==> src/hw/rtl/twr_pkg.sv <==
// Shared types, codes and constants of the two-way ranging tag initiator.
package twr_pkg;

   localparam int NUM_TARGETS = 4;
   localparam int ANCHOR_REGS = 4;
   localparam int QUEUE_DEPTH = 2;

   localparam logic [1:0] ACT_TICK   = 2'd0;
   localparam logic [1:0] ACT_TXDONE = 2'd1;
   localparam logic [1:0] ACT_FRAME  = 2'd2;
   localparam logic [1:0] ACT_NONE   = 2'd3;

   localparam logic [2:0] CMD_NONE   = 3'd0;
   localparam logic [2:0] CMD_POLL   = 3'd1;
   localparam logic [2:0] CMD_RANGE  = 3'd2;
   localparam logic [2:0] CMD_REPORT = 3'd3;
   localparam logic [2:0] CMD_ABORT  = 3'd4;

   localparam logic [7:0] TYPE_ACK    = 8'd1;
   localparam logic [7:0] TYPE_REPORT = 8'd3;

   localparam logic [1:0] KIND_NONE  = 2'd0;
   localparam logic [1:0] KIND_POLL  = 2'd1;
   localparam logic [1:0] KIND_RANGE = 2'd2;

   localparam logic [2:0] CSR_ANCHOR_0 = 3'd0;
   localparam logic [2:0] CSR_ANCHOR_1 = 3'd1;
   localparam logic [2:0] CSR_ANCHOR_2 = 3'd2;
   localparam logic [2:0] CSR_ANCHOR_3 = 3'd3;
   localparam logic [2:0] CSR_TIMEOUT  = 3'd4;
   localparam logic [2:0] CSR_GAP      = 3'd5;

   localparam logic [7:0]  ANCHOR_0_RESET = 8'd2;
   localparam logic [7:0]  ANCHOR_1_RESET = 8'd3;
   localparam logic [7:0]  ANCHOR_2_RESET = 8'd4;
   localparam logic [7:0]  ANCHOR_3_RESET = 8'd5;
   localparam logic [15:0] TIMEOUT_RESET  = 16'd250;
   localparam logic [15:0] GAP_RESET      = 16'd500;

   typedef struct packed {
      logic [1:0]  kind;
      logic        is_ack;
      logic        is_report;
      logic [7:0]  frame_anchor;
      logic [39:0] radio_time;
      logic [31:0] range_word;
   } event_type;

   typedef struct packed {
      logic [ANCHOR_REGS-1:0][7:0] anchor_id;
      logic [15:0]                 timeout_ms;
      logic [15:0]                 gap_ms;
   } cfg_type;

endpackage

==> src/hw/rtl/twr_if.sv <==
// Channel interfaces for request, response and register-write beats.
interface twr_req_if;
   logic        valid;
   logic        ready;
   logic [1:0]  action;
   logic [7:0]  frame_type;
   logic [7:0]  frame_anchor;
   logic [39:0] radio_time;
   logic [31:0] range_word;

   modport source (output valid, action, frame_type, frame_anchor, radio_time, range_word,
                   input ready);
   modport sink (input valid, action, frame_type, frame_anchor, radio_time, range_word,
                 output ready);
endinterface

interface twr_rsp_if;
   logic        valid;
   logic        ready;
   logic [2:0]  command;
   logic [7:0]  target_anchor;
   logic [39:0] poll_sent_time;
   logic [39:0] ack_rx_time;
   logic [31:0] range_out;
   logic [31:0] report_number;

   modport source (output valid, command, target_anchor, poll_sent_time, ack_rx_time,
                   range_out, report_number, input ready);
   modport sink (input valid, command, target_anchor, poll_sent_time, ack_rx_time,
                 range_out, report_number, output ready);
endinterface

interface twr_csr_if;
   logic        valid;
   logic        ready;
   logic [2:0]  index;
   logic [15:0] data;

   modport source (output valid, index, data, input ready);
   modport sink (input valid, index, data, output ready);
endinterface

==> src/hw/rtl/twr_front.sv <==
// Front end: accepts request beats and decodes them into queue entries.
module twr_front (
   twr_req_if.sink            req_ch,
   input  logic               queue_full,
   output logic               push,
   output twr_pkg::event_type push_data
);

   assign req_ch.ready = !queue_full;
   assign push         = req_ch.valid && !queue_full;

   always_comb begin
      push_data.kind         = req_ch.action;
      push_data.is_ack       = (req_ch.frame_type == twr_pkg::TYPE_ACK);
      push_data.is_report    = (req_ch.frame_type == twr_pkg::TYPE_REPORT);
      push_data.frame_anchor = req_ch.frame_anchor;
      push_data.radio_time   = req_ch.radio_time;
      push_data.range_word   = req_ch.range_word;
   end

endmodule

==> src/hw/rtl/twr_queue.sv <==
// Short event queue between the front end and the back end.
module twr_queue (
   input  logic               clock,
   input  logic               reset,
   input  logic               push,
   input  twr_pkg::event_type push_data,
   input  logic               pop,
   output twr_pkg::event_type pop_data,
   output logic               empty,
   output logic               full
);

   localparam int PTR_W = (twr_pkg::QUEUE_DEPTH > 1) ? $clog2(twr_pkg::QUEUE_DEPTH) : 1;
   localparam int CNT_W = $clog2(twr_pkg::QUEUE_DEPTH + 1);
   localparam logic [PTR_W-1:0] LAST_PTR = PTR_W'(twr_pkg::QUEUE_DEPTH - 1);
   localparam logic [CNT_W-1:0] DEPTH_CNT = CNT_W'(twr_pkg::QUEUE_DEPTH);

   twr_pkg::event_type entry_ff [twr_pkg::QUEUE_DEPTH];
   logic [PTR_W-1:0] wr_ptr_ff, wr_ptr_in;
   logic [PTR_W-1:0] rd_ptr_ff, rd_ptr_in;
   logic [CNT_W-1:0] count_ff, count_in;

   assign empty    = (count_ff == '0);
   assign full     = (count_ff == DEPTH_CNT);
   assign pop_data = entry_ff[rd_ptr_ff];

   always_comb begin
      wr_ptr_in = wr_ptr_ff;
      rd_ptr_in = rd_ptr_ff;
      count_in  = count_ff;
      if (push) begin
         wr_ptr_in = (wr_ptr_ff == LAST_PTR) ? '0 : wr_ptr_ff + PTR_W'(1);
      end
      if (pop) begin
         rd_ptr_in = (rd_ptr_ff == LAST_PTR) ? '0 : rd_ptr_ff + PTR_W'(1);
      end
      if (push && !pop) begin
         count_in = count_ff + CNT_W'(1);
      end else if (pop && !push) begin
         count_in = count_ff - CNT_W'(1);
      end
   end

   always_ff @(posedge clock) begin
      if (reset) begin
         wr_ptr_ff <= '0;
         rd_ptr_ff <= '0;
         count_ff  <= '0;
      end else begin
         wr_ptr_ff <= wr_ptr_in;
         rd_ptr_ff <= rd_ptr_in;
         count_ff  <= count_in;
      end
   end

   always_ff @(posedge clock) begin
      if (push) begin
         entry_ff[wr_ptr_ff] <= push_data;
      end
   end

endmodule

==> src/hw/rtl/twr_back.sv <==
// Back end: ranging round state, command decision and the response register.
module twr_back (
   input  logic               clock,
   input  logic               reset,
   input  twr_pkg::cfg_type   cfg,
   input  logic               queue_empty,
   input  twr_pkg::event_type ev,
   output logic               pop,
   twr_rsp_if.source          rsp_ch
);

   localparam logic [2:0] LAST_SLOT_NEXT = 3'(twr_pkg::NUM_TARGETS);

   logic        awaiting_ff, awaiting_in;
   logic        round_open_ff, round_open_in;
   logic [1:0]  slot_ff, slot_in;
   logic [15:0] idle_ff, idle_in;
   logic [15:0] gap_ff, gap_in;
   logic [1:0]  last_kind_ff, last_kind_in;
   logic [39:0] poll_tx_ff, poll_tx_in;
   logic [39:0] ack_rx_ff, ack_rx_in;
   logic [31:0] count_ff, count_in;

   logic        valid_ff;
   logic [2:0]  cmd_ff, cmd_in;
   logic [7:0]  tgt_ff, tgt_in;
   logic [39:0] pst_ff, pst_in;
   logic [39:0] art_ff, art_in;
   logic [31:0] rng_ff, rng_in;

   logic [7:0]  cur_anchor;
   logic [15:0] idle_inc;
   logic [15:0] gap_dec;
   logic [1:0]  slot_next;
   logic        expected;

   assign pop        = !queue_empty && (!valid_ff || rsp_ch.ready);
   assign cur_anchor = cfg.anchor_id[slot_ff];
   assign idle_inc   = (idle_ff == 16'hFFFF) ? idle_ff : idle_ff + 16'd1;
   assign gap_dec    = (gap_ff != 16'd0) ? gap_ff - 16'd1 : 16'd0;
   assign slot_next  = (({1'b0, slot_ff} + 3'd1) >= LAST_SLOT_NEXT) ? 2'd0
                                                                      : slot_ff + 2'd1;
   assign expected   = awaiting_ff ? ev.is_report : ev.is_ack;

   always_comb begin
      awaiting_in   = awaiting_ff;
      round_open_in = round_open_ff;
      slot_in       = slot_ff;
      idle_in       = idle_ff;
      gap_in        = gap_ff;
      last_kind_in  = last_kind_ff;
      poll_tx_in    = poll_tx_ff;
      ack_rx_in     = ack_rx_ff;
      count_in      = count_ff;
      cmd_in        = twr_pkg::CMD_NONE;
      tgt_in        = 8'd0;
      pst_in        = 40'd0;
      art_in        = 40'd0;
      rng_in        = 32'd0;
      case (ev.kind)
         twr_pkg::ACT_TICK: begin
            idle_in = idle_inc;
            if (round_open_ff) begin
               if (idle_inc > cfg.timeout_ms) begin
                  cmd_in        = twr_pkg::CMD_ABORT;
                  tgt_in        = cur_anchor;
                  awaiting_in   = 1'b0;
                  round_open_in = 1'b0;
                  slot_in       = slot_next;
                  gap_in        = cfg.gap_ms;
                  idle_in       = 16'd0;
               end
            end else begin
               gap_in = gap_dec;
               if (gap_dec == 16'd0) begin
                  round_open_in = 1'b1;
                  awaiting_in   = 1'b0;
                  last_kind_in  = twr_pkg::KIND_POLL;
                  idle_in       = 16'd0;
                  cmd_in        = twr_pkg::CMD_POLL;
                  tgt_in        = cur_anchor;
               end
            end
         end
         twr_pkg::ACT_TXDONE: begin
            if (last_kind_ff == twr_pkg::KIND_POLL) begin
               poll_tx_in = ev.radio_time;
            end
         end
         twr_pkg::ACT_FRAME: begin
            if (!expected) begin
               cmd_in        = twr_pkg::CMD_ABORT;
               tgt_in        = cur_anchor;
               awaiting_in   = 1'b0;
               round_open_in = 1'b0;
               slot_in       = slot_next;
               gap_in        = cfg.gap_ms;
               idle_in       = 16'd0;
            end else if (ev.frame_anchor == cur_anchor) begin
               if (!awaiting_ff) begin
                  ack_rx_in    = ev.radio_time;
                  awaiting_in  = 1'b1;
                  last_kind_in = twr_pkg::KIND_RANGE;
                  idle_in      = 16'd0;
                  cmd_in       = twr_pkg::CMD_RANGE;
                  tgt_in       = ev.frame_anchor;
                  pst_in       = poll_tx_ff;
                  art_in       = ev.radio_time;
               end else begin
                  count_in      = count_ff + 32'd1;
                  cmd_in        = twr_pkg::CMD_REPORT;
                  tgt_in        = ev.frame_anchor;
                  rng_in        = ev.range_word;
                  awaiting_in   = 1'b0;
                  round_open_in = 1'b0;
                  slot_in       = slot_next;
                  gap_in        = cfg.gap_ms;
                  idle_in       = 16'd0;
               end
            end
         end
         default: begin
            cmd_in = twr_pkg::CMD_NONE;
         end
      endcase
   end

   always_ff @(posedge clock) begin
      if (reset) begin
         awaiting_ff   <= 1'b0;
         round_open_ff <= 1'b0;
         slot_ff       <= 2'd0;
         idle_ff       <= 16'd0;
         gap_ff        <= 16'd0;
         last_kind_ff  <= twr_pkg::KIND_NONE;
         poll_tx_ff    <= 40'd0;
         ack_rx_ff     <= 40'd0;
         count_ff      <= 32'd0;
         valid_ff      <= 1'b0;
      end else begin
         if (pop) begin
            awaiting_ff   <= awaiting_in;
            round_open_ff <= round_open_in;
            slot_ff       <= slot_in;
            idle_ff       <= idle_in;
            gap_ff        <= gap_in;
            last_kind_ff  <= last_kind_in;
            poll_tx_ff    <= poll_tx_in;
            ack_rx_ff     <= ack_rx_in;
            count_ff      <= count_in;
            valid_ff      <= 1'b1;
         end else if (rsp_ch.ready) begin
            valid_ff <= 1'b0;
         end
      end
   end

   always_ff @(posedge clock) begin
      if (pop) begin
         cmd_ff <= cmd_in;
         tgt_ff <= tgt_in;
         pst_ff <= pst_in;
         art_ff <= art_in;
         rng_ff <= rng_in;
      end
   end

   assign rsp_ch.valid          = valid_ff;
   assign rsp_ch.command        = cmd_ff;
   assign rsp_ch.target_anchor  = tgt_ff;
   assign rsp_ch.poll_sent_time = pst_ff;
   assign rsp_ch.ack_rx_time    = art_ff;
   assign rsp_ch.range_out      = rng_ff;
   assign rsp_ch.report_number  = count_ff;

endmodule

==> src/hw/rtl/twr_tag_round_robin_initiator.sv <==
// Top level of the two-way ranging tag initiator with its configuration registers.
// The block takes one event beat per clock (tick, transmit done or received frame) while
// its queue has room and returns exactly one response beat per event through the queue
// entry and the response register. A two-entry queue separates request decoding from the
// round state machine, which settles one event per cycle while the response side is not
// stalled and so sets the sustained rate of one event per clock. The queue takes new
// events while a finished response waits. Registers 0 to 3 hold the anchor addresses in
// polling order, register 4 the inactivity timeout and register 5 the gap between rounds,
// both in milliseconds; they should be written only while no event is in flight.
module twr_tag_round_robin_initiator (
   input  logic       clock,
   input  logic       reset,
   twr_req_if.sink    req_ch,
   twr_rsp_if.source  rsp_ch,
   twr_csr_if.sink    csr_ch
);

   twr_pkg::cfg_type   cfg_ff;
   twr_pkg::cfg_type   cfg_in;
   twr_pkg::event_type push_data;
   twr_pkg::event_type pop_data;
   logic               push;
   logic               pop;
   logic               queue_empty;
   logic               queue_full;
   logic               csr_write;

   assign csr_ch.ready = 1'b1;
   assign csr_write    = csr_ch.valid;

   always_comb begin
      cfg_in = cfg_ff;
      if (csr_write) begin
         case (csr_ch.index)
            twr_pkg::CSR_ANCHOR_0: cfg_in.anchor_id[0] = csr_ch.data[7:0];
            twr_pkg::CSR_ANCHOR_1: cfg_in.anchor_id[1] = csr_ch.data[7:0];
            twr_pkg::CSR_ANCHOR_2: cfg_in.anchor_id[2] = csr_ch.data[7:0];
            twr_pkg::CSR_ANCHOR_3: cfg_in.anchor_id[3] = csr_ch.data[7:0];
            twr_pkg::CSR_TIMEOUT:  cfg_in.timeout_ms   = csr_ch.data;
            twr_pkg::CSR_GAP:      cfg_in.gap_ms       = csr_ch.data;
            default: begin
               cfg_in = cfg_ff;
            end
         endcase
      end
   end

   always_ff @(posedge clock) begin
      if (reset) begin
         cfg_ff.anchor_id[0] <= twr_pkg::ANCHOR_0_RESET;
         cfg_ff.anchor_id[1] <= twr_pkg::ANCHOR_1_RESET;
         cfg_ff.anchor_id[2] <= twr_pkg::ANCHOR_2_RESET;
         cfg_ff.anchor_id[3] <= twr_pkg::ANCHOR_3_RESET;
         cfg_ff.timeout_ms   <= twr_pkg::TIMEOUT_RESET;
         cfg_ff.gap_ms       <= twr_pkg::GAP_RESET;
      end else begin
         cfg_ff <= cfg_in;
      end
   end

   twr_front u_front (
      .req_ch     (req_ch),
      .queue_full (queue_full),
      .push       (push),
      .push_data  (push_data)
   );

   twr_queue u_queue (
      .clock     (clock),
      .reset     (reset),
      .push      (push),
      .push_data (push_data),
      .pop       (pop),
      .pop_data  (pop_data),
      .empty     (queue_empty),
      .full      (queue_full)
   );

   twr_back u_back (
      .clock       (clock),
      .reset       (reset),
      .cfg         (cfg_ff),
      .queue_empty (queue_empty),
      .ev          (pop_data),
      .pop         (pop),
      .rsp_ch      (rsp_ch)
   );

endmodule

==> src/flat_wrapper.sv <==
// flat-port wrapper written by rule: the top's interface ports become plain ports
module twr_tag_round_robin_initiator_flat 
  (clock, reset, req_ch_valid, req_ch_action, req_ch_frame_type, req_ch_frame_anchor, req_ch_radio_time, req_ch_range_word, req_ch_ready, rsp_ch_valid, rsp_ch_command, rsp_ch_target_anchor, rsp_ch_poll_sent_time, rsp_ch_ack_rx_time, rsp_ch_range_out, rsp_ch_report_number, rsp_ch_ready, csr_ch_valid, csr_ch_index, csr_ch_data, csr_ch_ready);
  twr_req_if req_ch_i ();
  twr_rsp_if rsp_ch_i ();
  twr_csr_if csr_ch_i ();
  input  logic clock;
  input  logic reset;
  input wire logic [$bits(req_ch_i.valid)-1:0] req_ch_valid;
  input wire logic [$bits(req_ch_i.action)-1:0] req_ch_action;
  input wire logic [$bits(req_ch_i.frame_type)-1:0] req_ch_frame_type;
  input wire logic [$bits(req_ch_i.frame_anchor)-1:0] req_ch_frame_anchor;
  input wire logic [$bits(req_ch_i.radio_time)-1:0] req_ch_radio_time;
  input wire logic [$bits(req_ch_i.range_word)-1:0] req_ch_range_word;
  output wire logic [$bits(req_ch_i.ready)-1:0] req_ch_ready;
  output wire logic [$bits(rsp_ch_i.valid)-1:0] rsp_ch_valid;
  output wire logic [$bits(rsp_ch_i.command)-1:0] rsp_ch_command;
  output wire logic [$bits(rsp_ch_i.target_anchor)-1:0] rsp_ch_target_anchor;
  output wire logic [$bits(rsp_ch_i.poll_sent_time)-1:0] rsp_ch_poll_sent_time;
  output wire logic [$bits(rsp_ch_i.ack_rx_time)-1:0] rsp_ch_ack_rx_time;
  output wire logic [$bits(rsp_ch_i.range_out)-1:0] rsp_ch_range_out;
  output wire logic [$bits(rsp_ch_i.report_number)-1:0] rsp_ch_report_number;
  input wire logic [$bits(rsp_ch_i.ready)-1:0] rsp_ch_ready;
  input wire logic [$bits(csr_ch_i.valid)-1:0] csr_ch_valid;
  input wire logic [$bits(csr_ch_i.index)-1:0] csr_ch_index;
  input wire logic [$bits(csr_ch_i.data)-1:0] csr_ch_data;
  output wire logic [$bits(csr_ch_i.ready)-1:0] csr_ch_ready;
  assign req_ch_i.valid = req_ch_valid;
  assign req_ch_i.action = req_ch_action;
  assign req_ch_i.frame_type = req_ch_frame_type;
  assign req_ch_i.frame_anchor = req_ch_frame_anchor;
  assign req_ch_i.radio_time = req_ch_radio_time;
  assign req_ch_i.range_word = req_ch_range_word;
  assign req_ch_ready = req_ch_i.ready;
  assign rsp_ch_valid = rsp_ch_i.valid;
  assign rsp_ch_command = rsp_ch_i.command;
  assign rsp_ch_target_anchor = rsp_ch_i.target_anchor;
  assign rsp_ch_poll_sent_time = rsp_ch_i.poll_sent_time;
  assign rsp_ch_ack_rx_time = rsp_ch_i.ack_rx_time;
  assign rsp_ch_range_out = rsp_ch_i.range_out;
  assign rsp_ch_report_number = rsp_ch_i.report_number;
  assign rsp_ch_i.ready = rsp_ch_ready;
  assign csr_ch_i.valid = csr_ch_valid;
  assign csr_ch_i.index = csr_ch_index;
  assign csr_ch_i.data = csr_ch_data;
  assign csr_ch_ready = csr_ch_i.ready;
  twr_tag_round_robin_initiator u_core (.clock(clock), .reset(reset), .req_ch(req_ch_i), .rsp_ch(rsp_ch_i), .csr_ch(csr_ch_i));
endmodule
==> config.mk <==
export PLATFORM = sky130hd
export DESIGN_NAME = twr_tag_round_robin_initiator_flat
export DESIGN_NICKNAME = d
export VERILOG_FILES = /design/src/hw/rtl/twr_pkg.sv /design/src/hw/rtl/twr_if.sv /design/src/hw/rtl/twr_front.sv /design/src/hw/rtl/twr_queue.sv /design/src/hw/rtl/twr_back.sv /design/src/hw/rtl/twr_tag_round_robin_initiator.sv /design/src/flat_wrapper.sv
export SDC_FILE = /design/constraint.sdc
export NUM_CORES = 1
export LEC_CHECK = 0
export ABC_CLOCK_PERIOD_IN_PS = 6600
export BUFFER_PORTS_ARGS = -buffer_cell sky130_fd_sc_hd__buf_2
export CORE_ASPECT_RATIO = 0.7
export CORE_MARGIN = 3
export CORE_UTILIZATION = 57
export CTS_CLUSTER_DIAMETER = 200
export DETAILED_ROUTE_END_ITERATION = 8
export GPL_TIMING_DRIVEN = 0
export PLACE_DENSITY_LB_ADDON = 0.05
export SLEW_MARGIN = 25
export SYNTH_ARGS = -nofsm -noshare
export SYNTH_HDL_FRONTEND = slang
export SYNTH_SLANG_ARGS = --single-unit
==> constraint.sdc <==
create_clock -name clock -period 6.6 [get_ports clock]
set_input_delay 0.66 -clock clock [delete_from_list [all_inputs] [get_ports clock]]
set_output_delay 0.66 -clock clock [all_outputs]
set_load 0.01 [all_outputs]
# Word level (Yosys, flattened, before mapping)
# Memories as Yosys holds them, arrays and structs flattened. A register that Yosys moved wholly into a read port is not among the register bits.
# Cells that the tools add are included.
[word_totals]
inputBits = 114
register_bits = 302
elab_cells = 164
memories = 1
output_inout_bits = 158
ram_bits = 168
[mem_list]
columns = ["memory", "words", "word_bits", "read_ports", "rd_clocked_by_memory_dff", "write_ports", "line", "rtl"]
rows = [
  ["u_core.u_queue.entry_ff", 2, 84, 1, 1, 1, "twr_queue.sv:18", "twr_pkg::event_type entry_ff [twr_pkg::QUEUE_DEPTH];"],
]
[classes]
bitwise_logic = 3
n_mux = 67
order_cmp = 3
eq_ne = 24
add_sub_neg = 9
reduce_logical = 34
[ops]
columns = ["op", "count"]
rows = [
  ["two-way mux 16 bit", 12],
  ["case mux 16 bit (2 select lines)", 2],
  ["two-way mux 8 bit", 6],
  ["adder 32 x 1 -> 32 bit (second input constant)", 1],
  ["two-way mux 2 bit", 14],
  ["two-way mux 1 bit", 23],
  ["adder 16 x 1 -> 16 bit (second input constant)", 1],
  ["binary-select mux 8 bit (select 2 bit)", 1],
  ["== test 16 bit (second input constant)", 1],
  ["greater-than comparator 16 bit", 1],
  ["zero test 16 bit", 1],
  ["case mux 8 bit (2 select lines)", 1],
  ["nonzero test 16 bit", 1],
  ["subtractor 16 x 1 -> 16 bit (second input constant)", 1],
  ["AND reduction 5 bit", 3],
  ["!= test 2 bit (second input constant)", 7],
  ["!= test 3 bit (second input constant)", 4],
  ["AND reduction 2 bit", 6],
  ["two-way mux 3 bit", 3],
  ["== test 8 x 1 -> 1 bit (second input constant)", 1],
  ["== test 8 x 2 -> 1 bit (second input constant)", 1],
  ["== test 8 bit", 1],
  ["case mux 2 bit (2 select lines)", 2],
  ["AND reduction 4 bit", 2],
  ["24 further kinds", 44],
]

# Logic depth before layout (Yosys ltp)
[depth]
word_depth = 7
ltp_mapped = 18
mapped_depth_nobuf = 14

# Hierarchy
# Synthesis repeated with hierarchy kept, for this count alone.
[unflattened]
cells_unflattened = 1663
area_unflattened_um2 = 20309.5
[modules_own_cells]
columns = ["module", "area_each_um2", "cells_each", "instances", "seq_area_each_um2"]
rows = [
  ["twr_back", 10779.1, 1049, 1, 5915.7],
  ["twr_queue", 6287.3, 283, 1, 5144.9],
  ["twr_tag_round_robin_initiator", 2582.5, 243, 1, 1281.2],
  ["twr_front", 660.6, 88, 1, 0.0],
]

# Worst setup path before layout
# No wires, ideal clock.
[synth_path]
kind = "in2reg"
start = "input req_ch_valid"
end = "memory u_core.u_queue.entry_ff[0][0] (netlist bit), enable pin"
n_path_buf = 0
setup_ns = 0.527
required_time_ns = 6.073
arrival_ns = 4.251
path_stages = 2
path_slack_ns = 1.822
cell_sequence = "nand2_1 -> nor2_1"
[synth_between]
elab_chain_cells = 3
[synth_rtl]
columns = ["element", "line", "rtl"]
rows = [
  ["start: declaration", "flat_wrapper.sv:9", "input wire logic [$bits(req_ch_i.valid)-1:0] req_ch_valid;"],
  ["logical AND 1 bit", "twr_front.sv:10", "assign push = req_ch.valid && !queue_full;"],
  ["two-way mux 1 bit", "twr_queue.sv:57", "if (push) begin"],
  ["two-way mux 1 bit (implied by the code)", "twr_queue.sv:58", "entry_ff[wr_ptr_ff] <= push_data;"],
  ["end: declaration", "twr_queue.sv:18", ""],
]
# Every way passes these cells.

# Final worst setup path
[layout_path]
start = "register u_core.u_back.idle_ff[2]"
end = "register u_core.u_back.gap_ff[8]"
[layout_between]
elab_chain_cells = 5
word_cells_on_any_way = 6
cone_classes = "add/sub: 1; order compare: 1; eq/ne: 2; mux: 1; reduce/logical: 1"
[layout_rtl]
columns = ["element", "line", "rtl"]
rows = [
  ["start: declaration", "twr_back.sv:17", "logic [15:0] idle_ff, idle_in;"],
  ["start signal: assignment", "twr_back.sv:145", "idle_ff <= idle_in;"],
  ["adder 16 x 1 -> 16 bit / == test 16 bit (equally long branches)", "twr_back.sv:39", "assign idle_inc = (idle_ff == 16'hFFFF) ? idle_ff : idle_ff + 16'd1;"],
  ["two-way mux 16 bit *", "twr_back.sv:39", ""],
  ["greater-than comparator 16 bit *", "twr_back.sv:64", "if (idle_inc > cfg.timeout_ms) begin"],
  ["!= test 3 bit (no source line) *", "--", ""],
  ["AND reduction 5 bit (no source line) *", "--", ""],
  ["end signal: assignment", "twr_back.sv:146", "gap_ff <= gap_in;"],
  ["end: declaration", "twr_back.sv:18", "logic [15:0] gap_ff, gap_in;"],
]
# Every way passes the cells marked *; elsewhere a longest branch is shown, timed or not.
# A chain may end at the register's enable or synchronous reset.

==> metrics.json <==
{
  "run_status": "finished clean",
  "post_drt_wl_per_cell_um": 20.1,
  "grt_antenna_before_repair": 12,
  "setup_violations": 0,
  "holdCritStartpoint": "req_ch_range_word[14]",
  "crit_required_ns": 7.08,
  "post_synth_fa_ha_maj_area_fraction_pct": 1.37,
  "fp.dieH_um": 159,
  "synth_compound_gate_area_share_pct": 8.50,
  "reg2reg_to": "u_core.u_back.gap_ff[8]$_SDFFE_PP0P_",
  "ys_dominant_reg_cell": "sky130_fd_sc_hd__edfxtp_1",
  "syn-mean-instance-area_um2": 12.1,
  "synth-seq-cells": 471,
  "min_period_ns": 4.59,
  "final_layout_size_suffix_gt1_share_pct": 20.4,
  "drtAntennaViolNets": 0,
  "grt.overflow.total": 0,
  "layout.nets": 2037,
  "worst_slew_pin_slew_ns": 0.908,
  "finalSetupTns_ns": 0,
  "cellPowerDensity_nw_per_um2": 402,
  "grt.total_usage_pct": 26.4,
  "io-pin-count": 272,
  "min-delay-path-class": "in2reg",
  "worst-r2r-setup-slack_ns": 2.01,
  "grt_first_pass_wirelength_um": 73600,
  "tcrit_tclk_final_pct": 69.5,
  "grt_pass1_vias": 13000,
  "fin_worst_skew_ns": 0.0184,
  "cts_tree": "built",
  "layout-area-overhead-vs-synth_pct": 18.2,
  "mappedNetlistArea_um2": 19100,
  "portBuffers": 269,
  "path_max_fanout": 10,
  "totalWireLength_um": 47700,
  "hold_path_depth": 1,
  "cts.reportedPaths.clkPinSlew_ns": 0.07,
  "die_w_um": 225,
  "std_cell_rows": 55,
  "setup_repair_after_global_routing_missed_its_margin": "no",
  "critPathLaunchType": "flip-flop",
  "post_cts_hold_buffer_count": 0,
  "timing.final.max_slew_violations": 0,
  "h-tree-depth": 2,
  "clock_latency_ns": 0.56,
  "final_util_pct": 69.2,
  "hold_end": "u_core.u_queue.entry_ff[0][14]$_DFFE_PP_",
  "worst-endpoint-arrival_ns": 5.07,
  "synth_edf_count": 291,
  "seq_area_frac_synth_pct": 64.5,
  "yosys_warnings": 0,
  "final.fill_count": 2440,
  "post-cts-setup-buffers": 0,
  "drcViolationCount": 0,
  "slew_headroom_pct": 39.5,
  "clock_tree.root_cell": "sky130_fd_sc_hd__clkbuf_16",
  "final_hold_viol_count": 0,
  "rr_startpoint": "u_core.u_back.idle_ff[2]$_SDFFE_PP0P_",
  "timing.setup.critical_path_class": "reg2reg",
  "grt_max_degree": 83,
  "hpwl_um": 34100,
  "worstRegToRegCells": 17,
  "vdd_drop_max_mv": 0.256,
  "globalplace.congestion": 0.950,
  "power.leakage_nw": 8.39,
  "synth-simple-area-share_pct": 14.7,
  "critPathCaptureType": "flip-flop",
  "first_iter_violations": 1163,
  "synthesis.nets": 1715,
  "start_util_pct": 58.6,
  "cts_num_sinks": 471,
  "synthCells": 1580,
  "achievable-frequency_mhz": 218,
  "synth_xor_area_share_pct": 2.20,
  "post_drt_via_cell_ratio": 5.69,
  "ys_async_sr_fraction_pct": 0,
  "core_um2": 32700,
  "detail_route.first_pass.iterations": 5,
  "synthMuxAreaShare_pct": 5.86,
  "cts_inserted_buffers": 44,
  "post_cts.resized_instances": 0,
  "fp.dieArea_um2": 35900,
  "synth.lib_cells_used.distinct": 67,
  "vias": 13500,
  "dominant_combinational_cell_family_by_area_after_synthesis": "simple AND/OR/NAND/NOR gates",
  "maxCapViolations": 0,
  "cts_max_path_buffers": 3
}
## how the worst max path moves through the flow
stage,start,endpoint,slack [ns],depth (start not counted)
global route,u_core.u_back.idle_ff[2]$_SDFFE_PP0P_,u_core.u_back.gap_ff[8]$_SDFFE_PP0P_,1.64,17
CTS,u_core.u_back.idle_ff[2]$_SDFFE_PP0P_,u_core.u_back.gap_ff[8]$_SDFFE_PP0P_,2.07,17
detailed placement,u_core.u_back.idle_ff[2]$_SDFFE_PP0P_,u_core.u_back.gap_ff[8]$_SDFFE_PP0P_,2.11,17
finish,u_core.u_back.idle_ff[2]$_SDFFE_PP0P_,u_core.u_back.gap_ff[8]$_SDFFE_PP0P_,2.01,17
floorplan,req_ch_valid,u_core.u_queue.entry_ff[0][0]$_DFFE_PP_,1.82,2
global placement,req_ch_valid,u_core.u_queue.entry_ff[0][26]$_DFFE_PP_,-0.61,3
## worst max-delay path, cell delays in order, from the launching register on
cell                       delay, ns
sky130_fd_sc_hd__dfxtp_1        0.46
sky130_fd_sc_hd__and4_1         0.29
sky130_fd_sc_hd__and4_1         0.20
sky130_fd_sc_hd__clkbuf_1       0.24
sky130_fd_sc_hd__nand3_1        0.13
sky130_fd_sc_hd__clkbuf_1       0.26
sky130_fd_sc_hd__and2_1         0.26
sky130_fd_sc_hd__nand2_1        0.15
sky130_fd_sc_hd__xnor2_1        0.12
sky130_fd_sc_hd__ha_1           0.34
sky130_fd_sc_hd__a21oi_1        0.09
sky130_fd_sc_hd__a2111o_1       0.42
sky130_fd_sc_hd__a31oi_1        0.39
sky130_fd_sc_hd__or2_2          0.19
sky130_fd_sc_hd__clkbuf_1       0.22
sky130_fd_sc_hd__clkbuf_1       0.37
sky130_fd_sc_hd__a21oi_1        0.13
sky130_fd_sc_hd__a311oi_1       0.23
## kinds of logic after synthesis
logic type      count (synthesis)
buf+inv                       131
compound gates                241
mux                           102
flops                         471
simple gates                  565
xor+xnor                       48
other cells                     1
fa+ha+maj                      21
## cells in the final DEF (no fill, tap or decap), types with 34 or more instances in the layout
master,instances
sky130_fd_sc_hd__mux2i_1,93
sky130_fd_sc_hd__edfxtp_1,291
sky130_fd_sc_hd__inv_1,40
sky130_fd_sc_hd__a21oi_1,95
sky130_fd_sc_hd__dfxtp_1,180
sky130_fd_sc_hd__nor2_1,170
sky130_fd_sc_hd__clkbuf_16,45
sky130_fd_sc_hd__nand2_1,168
sky130_fd_sc_hd__and2_1,46
sky130_fd_sc_hd__xnor2_1,41
sky130_fd_sc_hd__nand3_1,34
sky130_fd_sc_hd__a211oi_1,41
sky130_fd_sc_hd__clkbuf_1,86
sky130_fd_sc_hd__buf_2,279
## area by class of cell
type | count | area, µm² | share of cell area [%]
tap | 427 | 534 | 2.36
sequential | 471 | 12300 | 54.5
clock inverter | 18 | 168 | 0.741
timing repair buffer | 276 | 1520 | 6.70
inverter | 42 | 165 | 0.730
multi-input combinational | 978 | 6280 | 27.7
buffer | 89 | 384 | 1.70
antenna | 4 | 10.0 | 0.0442
clock buffer | 64 | 1230 | 5.43
## metal layers
metal / share of wire (%) / vias to the layer above / GRT usage (%)
li1: - / 6408 / -
met1: 45 / 6487 / 37.9
met2: 45 / 465 / 39.5
met3: 7.8 / 104 / 7.08
met4: 2.8 / 14 / 8.60
met5: 0.19 / - / 0
## power breakdown
group	total [W]	switching (W)	internal, W
combinational	0.00269	0.00175	0.000939
clock	0.00247	0.00108	0.00138
sequential	0.00394	0.000187	0.00375
## stage by stage
| stage | instances | total power (W) | hold slack [ns] | area, µm² | setup WS [ns] |
|---|---|---|---|---|---|
| floorplan | 1580 | 0.00572 | 0.433 | 19100 | 1.82 |
| global placement | 2276 | 0.00664 | 0.439 | 21000 | -0.611 |
| detailed placement | 2283 | 0.00666 | 0.447 | 21200 | 2.11 |
| CTS | 2365 | 0.00913 | 0.252 | 22600 | 2.07 |
| global route | 2368 | 0.00953 | 0.259 | 22600 | 1.64 |
| finish | 2369 | 0.00909 | 0.283 | 22600 | 2.01 |
## registers in the layout, summed over array words and instances (netlist names), 8 cells and up, named ones only
signal / count
u_core.u_back.rsp_ch.report_number: 32
u_core.u_back.rsp_ch.target_anchor: 8
u_core.u_back.idle_ff: 16
u_core.u_back.rsp_ch.range_out: 32
u_core.u_back.gap_ff: 16
u_core.u_back.poll_tx_ff: 40
u_core.u_queue.entry_ff: 168
u_core.u_back.rsp_ch.ack_rx_time: 40
u_core.cfg_ff: 64
u_core.u_back.rsp_ch.poll_sent_time: 40
## synth_stat cells (9+ instances only)
| master | number | share of area [%] |
|---|---|---|
| sky130_fd_sc_hd__nor4_1 | 9 | 0.29 |
| sky130_fd_sc_hd__nand4_1 | 21 | 0.69 |
| sky130_fd_sc_hd__nand2_1 | 168 | 3.3 |
| sky130_fd_sc_hd__nor3_1 | 18 | 0.47 |
| sky130_fd_sc_hd__edfxtp_1 | 291 | 46 |
| sky130_fd_sc_hd__a211oi_1 | 41 | 1.6 |
| sky130_fd_sc_hd__ha_1 | 21 | 1.4 |
| sky130_fd_sc_hd__xnor2_1 | 41 | 1.9 |
| sky130_fd_sc_hd__inv_1 | 41 | 0.80 |
| sky130_fd_sc_hd__nand2b_1 | 9 | 0.29 |
| sky130_fd_sc_hd__o211ai_1 | 11 | 0.43 |
| sky130_fd_sc_hd__a22oi_1 | 9 | 0.35 |
| sky130_fd_sc_hd__dfxtp_1 | 180 | 19 |
| sky130_fd_sc_hd__o2bb2ai_1 | 12 | 0.55 |
| sky130_fd_sc_hd__nor2_1 | 171 | 3.4 |
| sky130_fd_sc_hd__mux2i_1 | 93 | 4.9 |
| sky130_fd_sc_hd__a21oi_1 | 95 | 2.5 |
| sky130_fd_sc_hd__nor3_2 | 10 | 0.52 |
| sky130_fd_sc_hd__and2_1 | 46 | 1.5 |
| sky130_fd_sc_hd__and3_1 | 19 | 0.62 |
| sky130_fd_sc_hd__clkbuf_1 | 71 | 1.4 |
| sky130_fd_sc_hd__nand3_1 | 34 | 0.89 |
| sky130_fd_sc_hd__buf_2 | 9 | 0.24 |
(Power assumes the default switching activity.)
